===== src/bbt_pkg.sv =====
// ----------------------------------------------------------------------------
// Bad block table package
// Shared types, codes and field layout for the bad block table and remapper.
// ----------------------------------------------------------------------------
package bbt_pkg;

  localparam int TABLE_DEPTH_DEF = 128;
  localparam int BLOCK_SHIFT_DEF = 17;

  localparam int BLOCK_W = 15;
  localparam int CAND_W  = 16;
  localparam int ADDR_W  = 32;
  localparam int TOTAL_W = 16;
  localparam int OP_W    = 2;

  localparam int IN_DATA_W  = 48;
  localparam int OUT_DATA_W = 56;

  localparam logic [TOTAL_W-1:0] TOTAL_RESET = 16'd2048;
  localparam logic [ADDR_W-1:0]  ADDR_NONE   = 32'hFFFF_FFFF;

  typedef enum logic [OP_W-1:0] {
    OP_CHECK = 2'd0,
    OP_MARK  = 2'd1,
    OP_FIND  = 2'd2,
    OP_REMAP = 2'd3
  } op_t;

  typedef enum logic [1:0] {
    ST_OK   = 2'd0,
    ST_FULL = 2'd1,
    ST_NONE = 2'd2
  } status_t;

  typedef enum logic [2:0] {
    S_IDLE,
    S_PREP,
    S_LOOK,
    S_SCAN,
    S_WRITE,
    S_DONE
  } state_t;

  typedef struct packed {
    logic scan;
    logic append;
  } tbl_req_t;

  typedef struct packed {
    logic done;
    logic hit;
    logic full;
  } tbl_rsp_t;

endpackage


===== src/bad_block_table_remap_top.sv =====
// ----------------------------------------------------------------------------
// Bad block table with address remap
// Request channel in, one result item out per request, block limit register.
// ----------------------------------------------------------------------------
// Usage:
//   s_axis carries one request item: tuser = op, tdata = block, address,
//   nand_target. m_axis returns exactly one result item per request:
//   tdata = is_bad, status, result_block, result_address.
//   cfg_valid/cfg_ready/cfg_data writes the block limit; write it only while idle.
// Timing:
//   Requests are served one at a time. A lookup walks the list memory one
//   entry a cycle until a hit or the end of the list; a search adds a step
//   state per candidate. A check result follows its lookup; a mark that
//   appends adds a write state. A find or a remap of a listed block takes a
//   lookup per listed block stepped over plus one. A remap that is not NAND
//   or lands outside the block range skips the lookup.
// Reset: rst empties the table, sets the block limit to 2048, drops any result.
// Stall: the result waits in the output register while m_axis_tready is low;
//   the next request is taken meanwhile and its result waits for the slot.
module bad_block_table_remap_top #(
  parameter int TABLE_DEPTH = bbt_pkg::TABLE_DEPTH_DEF,
  parameter int BLOCK_SHIFT = bbt_pkg::BLOCK_SHIFT_DEF
) (
  input  logic                              clk,
  input  logic                              rst,
  input  logic                              s_axis_tvalid,
  output logic                              s_axis_tready,
  // [14:0] block, [46:15] address, [47] nand_target
  input  logic [bbt_pkg::IN_DATA_W-1:0]     s_axis_tdata,
  // [1:0] op
  input  logic [bbt_pkg::OP_W-1:0]          s_axis_tuser,
  output logic                              m_axis_tvalid,
  input  logic                              m_axis_tready,
  // [0] is_bad, [2:1] status, [17:3] result_block, [49:18] result_address
  output logic [bbt_pkg::OUT_DATA_W-1:0]    m_axis_tdata,
  input  logic                              cfg_valid,
  output logic                              cfg_ready,
  input  logic [bbt_pkg::TOTAL_W-1:0]       cfg_data
);
  import bbt_pkg::*;

  state_t              state, state_next;
  op_t                 op_r, op_next;
  logic [CAND_W-1:0]   cand, cand_next;
  logic [CAND_W-1:0]   start, start_next;
  logic                up, up_next;
  logic                searching, searching_next;
  logic                is_bad, is_bad_next;
  status_t             status, status_next;
  logic [BLOCK_W-1:0]  rblock, rblock_next;
  logic [ADDR_W-1:0]   raddr, raddr_next;
  logic [TOTAL_W-1:0]  block_limit;

  logic                out_valid;
  logic [OUT_DATA_W-1:0] out_data;
  logic                out_load;

  op_t                 in_op;
  logic [BLOCK_W-1:0]  in_block;
  logic [ADDR_W-1:0]   in_addr;
  logic                in_nand;
  logic [ADDR_W-1:0]   cur_block;
  logic                cur_fits;
  logic [CAND_W-1:0]   cand_inc;
  logic [ADDR_W-1:0]   found_addr;

  tbl_req_t            req;
  tbl_rsp_t            rsp;

  assign in_op     = op_t'(s_axis_tuser);
  assign in_block  = s_axis_tdata[BLOCK_W-1:0];
  assign in_addr   = s_axis_tdata[BLOCK_W +: ADDR_W];
  assign in_nand   = s_axis_tdata[BLOCK_W + ADDR_W];
  assign cur_block = in_addr >> BLOCK_SHIFT;
  assign cur_fits  = ((cur_block >> BLOCK_W) == '0);
  assign cand_inc  = CAND_W'(cand + 1'b1);
  assign found_addr = ADDR_W'(ADDR_W'(cand) << BLOCK_SHIFT);

  assign s_axis_tready = (state == S_IDLE);
  assign cfg_ready     = 1'b1;
  assign m_axis_tvalid = out_valid;
  assign m_axis_tdata  = out_data;

  assign req.scan   = (state == S_LOOK);
  assign req.append = (state == S_WRITE);

  bbt_table #(
    .DEPTH (TABLE_DEPTH)
  ) u_table (
    .clk (clk),
    .rst (rst),
    .req (req),
    .key (cand),
    .rsp (rsp)
  );

  always_comb begin
    state_next     = state;
    op_next        = op_r;
    cand_next      = cand;
    start_next     = start;
    up_next        = up;
    searching_next = searching;
    is_bad_next    = is_bad;
    status_next    = status;
    rblock_next    = rblock;
    raddr_next     = raddr;
    out_load       = 1'b0;

    unique case (state)
      S_IDLE: begin
        if (s_axis_tvalid) begin
          op_next        = in_op;
          is_bad_next    = 1'b0;
          status_next    = ST_OK;
          rblock_next    = '0;
          raddr_next     = '0;
          searching_next = 1'b0;
          up_next        = 1'b1;
          cand_next      = CAND_W'(in_block);
          start_next     = CAND_W'(in_block);
          unique case (in_op)
            OP_CHECK, OP_MARK: begin
              state_next = S_LOOK;
            end
            OP_FIND: begin
              searching_next = 1'b1;
              state_next     = S_PREP;
            end
            OP_REMAP: begin
              raddr_next = in_addr;
              if (in_nand && cur_fits) begin
                cand_next  = cur_block[CAND_W-1:0];
                state_next = S_LOOK;
              end else begin
                state_next = S_DONE;
              end
            end
            default: begin
              state_next = S_DONE;
            end
          endcase
        end
      end
      S_PREP: begin
        if (up) begin
          if (cand < block_limit) begin
            state_next = S_LOOK;
          end else begin
            up_next   = 1'b0;
            cand_next = '0;
          end
        end else if (cand < start) begin
          state_next = S_LOOK;
        end else begin
          status_next = ST_NONE;
          rblock_next = '0;
          if (op_r == OP_REMAP) begin
            raddr_next = ADDR_NONE;
          end
          state_next = S_DONE;
        end
      end
      S_LOOK: begin
        state_next = S_SCAN;
      end
      S_SCAN: begin
        if (rsp.done) begin
          if (searching) begin
            if (rsp.hit) begin
              cand_next  = cand_inc;
              state_next = S_PREP;
            end else begin
              if (op_r == OP_FIND) begin
                rblock_next = cand[BLOCK_W-1:0];
              end else begin
                raddr_next = found_addr;
              end
              state_next = S_DONE;
            end
          end else begin
            state_next = S_DONE;
            case (op_r)
              OP_CHECK: begin
                is_bad_next = rsp.hit;
              end
              OP_MARK: begin
                if (rsp.hit) begin
                  is_bad_next = 1'b1;
                end else if (rsp.full) begin
                  status_next = ST_FULL;
                end else begin
                  is_bad_next = 1'b1;
                  state_next  = S_WRITE;
                end
              end
              default: begin
                if (rsp.hit) begin
                  is_bad_next    = 1'b1;
                  searching_next = 1'b1;
                  up_next        = 1'b1;
                  cand_next      = cand_inc;
                  start_next     = cand_inc;
                  state_next     = S_PREP;
                end
              end
            endcase
          end
        end
      end
      S_WRITE: begin
        state_next = S_DONE;
      end
      S_DONE: begin
        if (!out_valid || m_axis_tready) begin
          out_load   = 1'b1;
          state_next = S_IDLE;
        end
      end
      default: begin
        state_next = S_IDLE;
      end
    endcase
  end

  always_ff @(posedge clk) begin
    if (rst) begin
      state <= S_IDLE;
    end else begin
      state <= state_next;
    end
  end

  always_ff @(posedge clk) begin
    op_r      <= op_next;
    cand      <= cand_next;
    start     <= start_next;
    up        <= up_next;
    searching <= searching_next;
    is_bad    <= is_bad_next;
    status    <= status_next;
    rblock    <= rblock_next;
    raddr     <= raddr_next;
  end

  always_ff @(posedge clk) begin
    if (rst) begin
      block_limit <= TOTAL_RESET;
    end else if (cfg_valid && cfg_ready) begin
      block_limit <= cfg_data;
    end
  end

  always_ff @(posedge clk) begin
    if (rst) begin
      out_valid <= 1'b0;
    end else if (out_load) begin
      out_valid <= 1'b1;
    end else if (m_axis_tready) begin
      out_valid <= 1'b0;
    end
  end

  always_ff @(posedge clk) begin
    if (out_load) begin
      out_data <= {(OUT_DATA_W - ADDR_W - BLOCK_W - 3)'(0), raddr, rblock, status, is_bad};
    end
  end

`ifndef NO_ASSERTIONS
  a_done_in_scan: assert property (@(posedge clk) disable iff (rst)
    rsp.done |-> state == S_SCAN)
    else $error("table answered outside a lookup");

  a_no_append_full: assert property (@(posedge clk) disable iff (rst)
    req.append |-> !rsp.full)
    else $error("append into a full table");

  a_prep_searching: assert property (@(posedge clk) disable iff (rst)
    state == S_PREP |-> searching)
    else $error("search step without an active search");

  a_key_stable: assert property (@(posedge clk) disable iff (rst)
    (state == S_SCAN && !rsp.done) |=> $stable(cand))
    else $error("lookup key changed during a scan");
`endif

endmodule


===== src/bbt_table.sv =====
// ----------------------------------------------------------------------------
// Bad block table storage
// Single-port list memory with a fill count and a linear lookup engine.
// ----------------------------------------------------------------------------
module bbt_table #(
  parameter int DEPTH = bbt_pkg::TABLE_DEPTH_DEF
) (
  input  logic                         clk,
  input  logic                         rst,
  input  bbt_pkg::tbl_req_t            req,
  input  logic [bbt_pkg::CAND_W-1:0]   key,
  output bbt_pkg::tbl_rsp_t            rsp
);
  import bbt_pkg::*;

  localparam int AW = (DEPTH > 1) ? $clog2(DEPTH) : 1;
  localparam int CW = $clog2(DEPTH + 1);

  logic [BLOCK_W-1:0] mem [DEPTH];
  logic [BLOCK_W-1:0] rdata;
  logic [CW-1:0]      count;
  logic [CW-1:0]      rd_idx;
  logic               busy;
  logic               pend;
  logic               last_d;
  logic               issue;
  logic               last;
  logic               hit;
  logic               miss;

  assign issue = busy && (rd_idx < count);
  assign last  = (rd_idx == CW'(count - 1'b1));
  assign hit   = busy && pend && (CAND_W'(rdata) == key);
  assign miss  = busy && !hit && ((pend && last_d) || (!pend && (rd_idx == count)));

  assign rsp.done = hit || miss;
  assign rsp.hit  = hit;
  assign rsp.full = (count == CW'(DEPTH));

  always_ff @(posedge clk) begin
    if (rst) begin
      busy   <= 1'b0;
      pend   <= 1'b0;
      rd_idx <= '0;
      count  <= '0;
    end else begin
      if (req.scan) begin
        busy   <= 1'b1;
        pend   <= 1'b0;
        rd_idx <= '0;
      end else if (busy) begin
        if (rsp.done) begin
          busy <= 1'b0;
        end
        pend <= issue;
        if (issue) begin
          rd_idx <= CW'(rd_idx + 1'b1);
        end
      end
      if (req.append) begin
        count <= CW'(count + 1'b1);
      end
    end
  end

  always_ff @(posedge clk) begin
    last_d <= last;
    if (req.append) begin
      mem[count[AW-1:0]] <= key[BLOCK_W-1:0];
    end
    if (issue) begin
      rdata <= mem[rd_idx[AW-1:0]];
    end
  end

endmodule


===== config.mk =====
export PLATFORM = sky130hd
export DESIGN_NAME = bad_block_table_remap_top
export DESIGN_NICKNAME = d
export VERILOG_FILES = /design/src/bbt_pkg.sv /design/src/bad_block_table_remap_top.sv /design/src/bbt_table.sv
export SDC_FILE = /design/constraint.sdc
export NUM_CORES = 2
export LEC_CHECK = 0
export BUFFER_PORTS_ARGS = -buffer_cell sky130_fd_sc_hd__buf_2
export CAP_MARGIN = 25
export CORE_MARGIN = 2
export CORE_UTILIZATION = 40
export CTS_BUF_LIST = sky130_fd_sc_hd__clkbuf_4
export CTS_CLUSTER_SIZE = 12
export DETAILED_ROUTE_END_ITERATION = 16
export PLACE_DENSITY = 0.58
export SYNTH_ARGS = -nofsm -noshare
export SYNTH_HDL_FRONTEND = slang
export SYNTH_HIERARCHICAL = 1
export SYNTH_SLANG_ARGS = --single-unit

===== constraint.sdc =====
create_clock -name clk -period 7.1 [get_ports clk]
set_clock_uncertainty 0.05 [all_clocks]
set_input_delay 1.065 -clock clk [delete_from_list [all_inputs] [get_ports clk]]
set_output_delay 1.065 -clock clk [all_outputs]
set_load 0.01 [all_outputs]

---- Word level (Yosys, flattened, before mapping) ----
Memory sizes are Yosys's and may differ from the RTL's. A register that Yosys moved wholly into a read port is not among the register bits.
Index checks and enable logic that the tools add are counted.
storage, ports and cells
  register bits ........................... 175
  RAM bits ................................ 1,920
  input port bits ......................... 71
  output and inout port bits .............. 59
  word-level logic and storage cells ...... 183
  memories ................................ 1
operators by class
  add/subtract/negate cells ............... 4
  magnitude comparators ................... 3
  equal/unequal tests ..................... 36
  mux-type cells .......................... 88
  reduce and logical (&&, ||, !) cells .... 33
memories
  name         depth  width  read ports  clocked after Yosys merged registers in  write ports  line             RTL
  u_table.mem  128    15     1           1                                        1            bbt_table.sv:19  logic [BLOCK_W-1:0] mem [DEPTH];
operators by type and width
  operator                 number
  $mux W32                 9
  $mux W16                 12
  $mux W15                 9
  $pmux W32 S3             1
  $pmux W16 S3             1
  $pmux W15 S3             1
  $lt A16 B16 Y1           2
  $ne A2 B2 Y1 const B     16
  $pmux W16 S2             1
  $mux W1                  29
  $mux W3                  9
  $reduce_and A6 Y1        4
  $pmux W3 S6              1
  $reduce_and A9 Y1        2
  $add A16 B1 Y16 const B  1
  $add A8 B1 Y8 const B    2
  $eq A15 B16 Y1           1
  $eq A8 B8 Y1             2
  $mux W2                  8
  $pmux W3 S3              1
  $eq A2 B2 Y1 const B     4
  $eq A8 B8 Y1 const B     1
  $lt A8 B8 Y1             1
  $ne A4 B3 Y1 const B     2
  other kinds (23)         44

---- Longest topological paths before layout ----
  depth in word-level cells ............... 9
  depth in mapped cells ................... 15
  depth with buffers taken out ............ 11

---- Cells and area by module ----
Netlist, hierarchy kept.
modules (own cells, without submodules)
  module                     times used  cells an instance  area each (µm²)  sequential area each (µm²)
  bbt_table                  1           3,686              76,012.9         58,486.1
  bad_block_table_remap_top  1           586                7,141.8          4,484.3

---- Worst setup path after synthesis ----
Ideal clock, no wire load.
  kind .................................... reg2reg
  from .................................... register cand[2]
  to ...................................... register raddr[0], enable pin
  library setup time ...................... 0.430 ns
  arrival time ............................ 4.972 ns
  data required time ...................... 6.620 ns
  slack ................................... 1.648 ns
  stages on the path, launching flop included .. 7
  buffers on the path ..................... 0
  period minus slack after synthesis ...... 5.452 ns
  cell sequence ........................... edfxtp_1 -> ha_1 -> o21ai_0 -> a2111oi_2 -> o31ai_2 -> a2111oi_2 -> a21boi_1
between the ends
  cells in the longest elaborated chain, start to end .. 8
  elaborated cells between the ends (all ways) .. 11
  classes of those cells .................. order compare (1); eq/ne (4); reduce/logical (6)
ends and longest elaborated chain
  item                                                    line                              RTL
  from (decl)                                             bad_block_table_remap_top.sv:44   logic [CAND_W-1:0] cand, cand_next;
  from (signal assigned)                                  bad_block_table_remap_top.sv:236  cand <= cand_next;
  branches (longest 7 deep; another with $lt A16 B16 Y1)  n/a
  $reduce_and A9 Y1 (no line) (*)                         n/a
  to (signal assigned)                                    bad_block_table_remap_top.sv:243  raddr <= raddr_next;
  to (decl)                                               bad_block_table_remap_top.sv:51   logic [ADDR_W-1:0] raddr, raddr_next;
Mark *: on every way between the ends.
A chain may end at the register's enable or synchronous reset.

---- Final worst setup path ----
  from .................................... register u_table.rd_idx[1]
  to ...................................... register u_table.rdata[7], read port of u_table.mem (data pin)
between the ends
  cells in the longest elaborated chain, start to end .. 2
ends and longest elaborated chain
  item                    line             RTL
  from (decl)             bbt_table.sv:22  logic [CW-1:0] rd_idx;
  from (signal assigned)  bbt_table.sv:57  rd_idx <= CW'(rd_idx + 1'b1);
  $lt A8 B8 Y1            bbt_table.sv:31  assign issue = busy && (rd_idx < count);
  $logic_and A1 B1 Y1     bbt_table.sv:31
  to (decl)               bbt_table.sv:20  logic [BLOCK_W-1:0] rdata;
Parallel ways exist; a longest one is shown, timed or not.

==> results.md <==
* Full die area at 212000 sq um
* Placed Area at 87900 sq um
* Clock Tree Buf Depth at 4
* Post-CTS Hold Buffers at 67
* Chip Height at 460 um
* Slew HR at about 22%
* Routability cong. at 0.915
* H-tree levels at 6
* Pwr Total at approximately 30 mW
* Pint at 22.0 mW
* Global route overflow at 0
* Post-synth top cells: edfxtp_1 (2071), mux4_2 (350), mux2i_1 (335)
* Initial antenna violation count at 7
* Vias per inst at between 5 and 6
* Hpwl dp at 140 mm
* Clock power frac at 34.0%
* Largest net degree at the start of global routing at 137
* Post-synthesis cell count at 4272
* Starting density of the core at around 40%
* Setup Fix Bufs, Post-CTS at 0
* Area added between synthesis and finish at 14.6%
* Worst Setup SP: u_table/rd_idx[1]
* Total net switching power at 8.10 mW
* RSZ-0062 raised after global routing: no
* Top delay family on crit path: compound AO/OA/AOI/OAI gates
* Site Rows at 167
* Post-route cell area at 95300 sq um
* CTS tree: yes
* Leak at 30.6 nW
* GR Util All Layers at 22.4%
* Critical path startpoint category: register
* Netlist cell types at 75
* Syn avg cell area at about 19 sq um
* Port buffer count at between 100 and 150
* Core Area at 207000 sq um
* Final worst slack at 2550 ps
* Top post-synthesis cells by area: edfxtp_1 (75%), mux4_2 (9.5%), mux2i_1 (4.0%), nor2_1 (0.94%), dfxtp_1 (0.94%)
* Crit path time final at 4550 ps
* Crit path cell chain: buf_12 > buf_4 > mux4_2 > a22o_1 > o21ai_0 > o2111ai_1 > o32a_1
* Area share of the largest cell type after synthesis at 74.8%
* DRC viols at 0
* Top-count cell post-synth: edfxtp_1
* Slew Viols, Final at 0
* Fmax at 0.220 GHz
* Sw Share at 26.9%
* Fin crit share at about 64%
* Post-route ant nets at 0
* Filler instances at 17732
* Req. time, crit path at 8120 ps
* CTS root buf: clkbuf_4
* CP max FO at 93
* CP peak stage delay at about 700 ps
* Inserted Clock Buffers at approximately 560
* HP Start: cfg_valid
* Avg WL per Cell at slightly below 30 um
* Register area at 63000 sq um
* CP bufs+invs at 2
* Pre-Repair DR Iteration Count at 5
* Clock Sinks at 2110
* R2r startpoint: u_table/rd_idx[1]
* I/O pins at 130
* Flops & latches, synth at 2110
* Initial drt markers at 5345
* Setup TNS Final at 0 ps
* Post-CTS Resized at 0
* Dpl ws at roughly 2500 ps
* Final Hold Vio Count at 0
* Die X at 460 um
* # Max-Cap Violations at 0
* Yosys warns at 6
* Peak VDD IR at about 300 uV
* Global-route wire length before repair at 337 mm
* R2r setup slk at roughly 2500 ps
* Drt total wl at 238 mm
* WS Path Type: register to register
* Share of post-route cells with drive strength above 1 at 30.3%
* Final setup viols at 0
* Sequential power share at between 50% and 60%
* Asr flop ratio synth at 0%
* Status: complete, no violations
* Top FF cell, synth: edfxtp_1
* Cell area after synthesis at 83200 sq um
* Hold WC Path Type: input port to register
* Area of the multi-input gates at roughly 19000 sq um
* Fin nets at 5143
* Sequential cell area fraction in the yosys report at 75.7%
* Final cell utilization of the core at 46.1%
* Clk_lat worst skew at ~1300 ps
* Combinational Power Share at around an eighth
* Clock-pin slew on the worst setup and hold paths at 60 ps
* Routed vias at 46535
* CP endpoint kind: register
* Post-synth EDFFs at about 2100
* Worst-Margin Slew at about 1200 ps
* Critical-path top delay cell: buf_4
* Arrival @ worst endpoint at 5570 ps
* Number of global-route vias before repair at 45964
* Power Dens Cells at 316 nW/um^2
* Synth area leader: edfxtp_1
[through the flow]
stage	hold WS (ps)	instances
final	194	8091
after global routing	107	8090
after CTS	16.7	8081
after detailed placement	355	7102
after global placement	352	7084
after floorplan	350	4277
[final cells by class]
class                      count  share of cell area (%)
antenna                        6                  0.0158
clock buffer                 815                    6.42
clock inverter                97                   0.590
inverter                      54                   0.213
multi-input combinational   1867                    19.6
sequential                  2110                    66.1
tap                         2704                    3.55
timing repair buffer         438                    3.48
[cells in the final DEF, fill, tap and decap left out, drive strengths merged, types with 18 or more instances in the layout]
cell	n
clkinv	81
clkbuf	815
nand3	36
a221oi	30
a22o	26
edfxtp	2071
mux4	350
dfxtp	39
a2111oi	24
o22ai	38
a211oi	34
and3	21
o21ai	88
inv	62
dlygate4sd3	67
a31oi	31
a22oi	72
xnor2	21
a21oi	91
nor3	33
nand2	149
mux2i	335
nor2	211
xor2	23
o221ai	28
ha	43
buf	370
a21o	23
nor2b	18
[worst paths after layout]
kind	cells after the start	end
worst min register to register	0	m_axis_tdata[34]
worst max-delay path	7	u_table/rdata[7]
worst max register to register	7	u_table/rdata[7]
worst min-delay path	3	block_limit[11]
[worst reg2reg max path, stage by stage (launching register included)]
cell       delay (ps)
dfxtp_4           670
buf_12            510
buf_4             870
mux4_2            620
a22o_1            270
o21ai_0           660
o2111ai_1         390
o32a_1            260
[cell families after synthesis]
group | share of synthesized area, %
buffers and inverters | 2.00
multiplexers | 13.6
adder cells (fa/ha/maj) | 0.647
AO/OA/AOI/OAI | 4.67
flip-flops | 75.7
other | 0.00903
AND/OR/NAND/NOR | 2.85
XOR/XNOR | 0.463
[metal layers]
metal	vias up	global-route usage, %	routed length (um)
li1	19370	-	-
met1	24278	31.1	96200
met2	2462	34.6	112000
met3	425	4.78	22200
met4	0	8.53	7920
met5	-	0	0
[sequential cells by signal, summed over array words and instances, names as in the netlist]
signal / cells
u_table/rd_idx: 8
m_axis_tvalid: 1
u_table/busy: 1
op_r: 2
u_table/last_d: 1
start: 16
u_table/count: 8
cand: 16
u_table/mem: 1920
is_bad: 1
u_table/pend: 1
block_limit: 16
raddr: 32
status: 2
m_axis_tdata: 50
rblock: 15
up: 1
searching: 1
state: 3
u_table/rdata: 15
[power groups by stage]
stage	registers [mW]	logic [mW]	clock network, mW
3_3_place_gp	16.4	3.57	0
6_report	16.1	3.74	10.3
3_5_place_dp	16.4	3.71	0
5_1_grt	16.2	4.05	11.2
4_1_cts	16.1	3.75	10.5
2_1_floorplan	17.3	1.00	0
No activity file was read; power rests on OpenSTA's default activity.
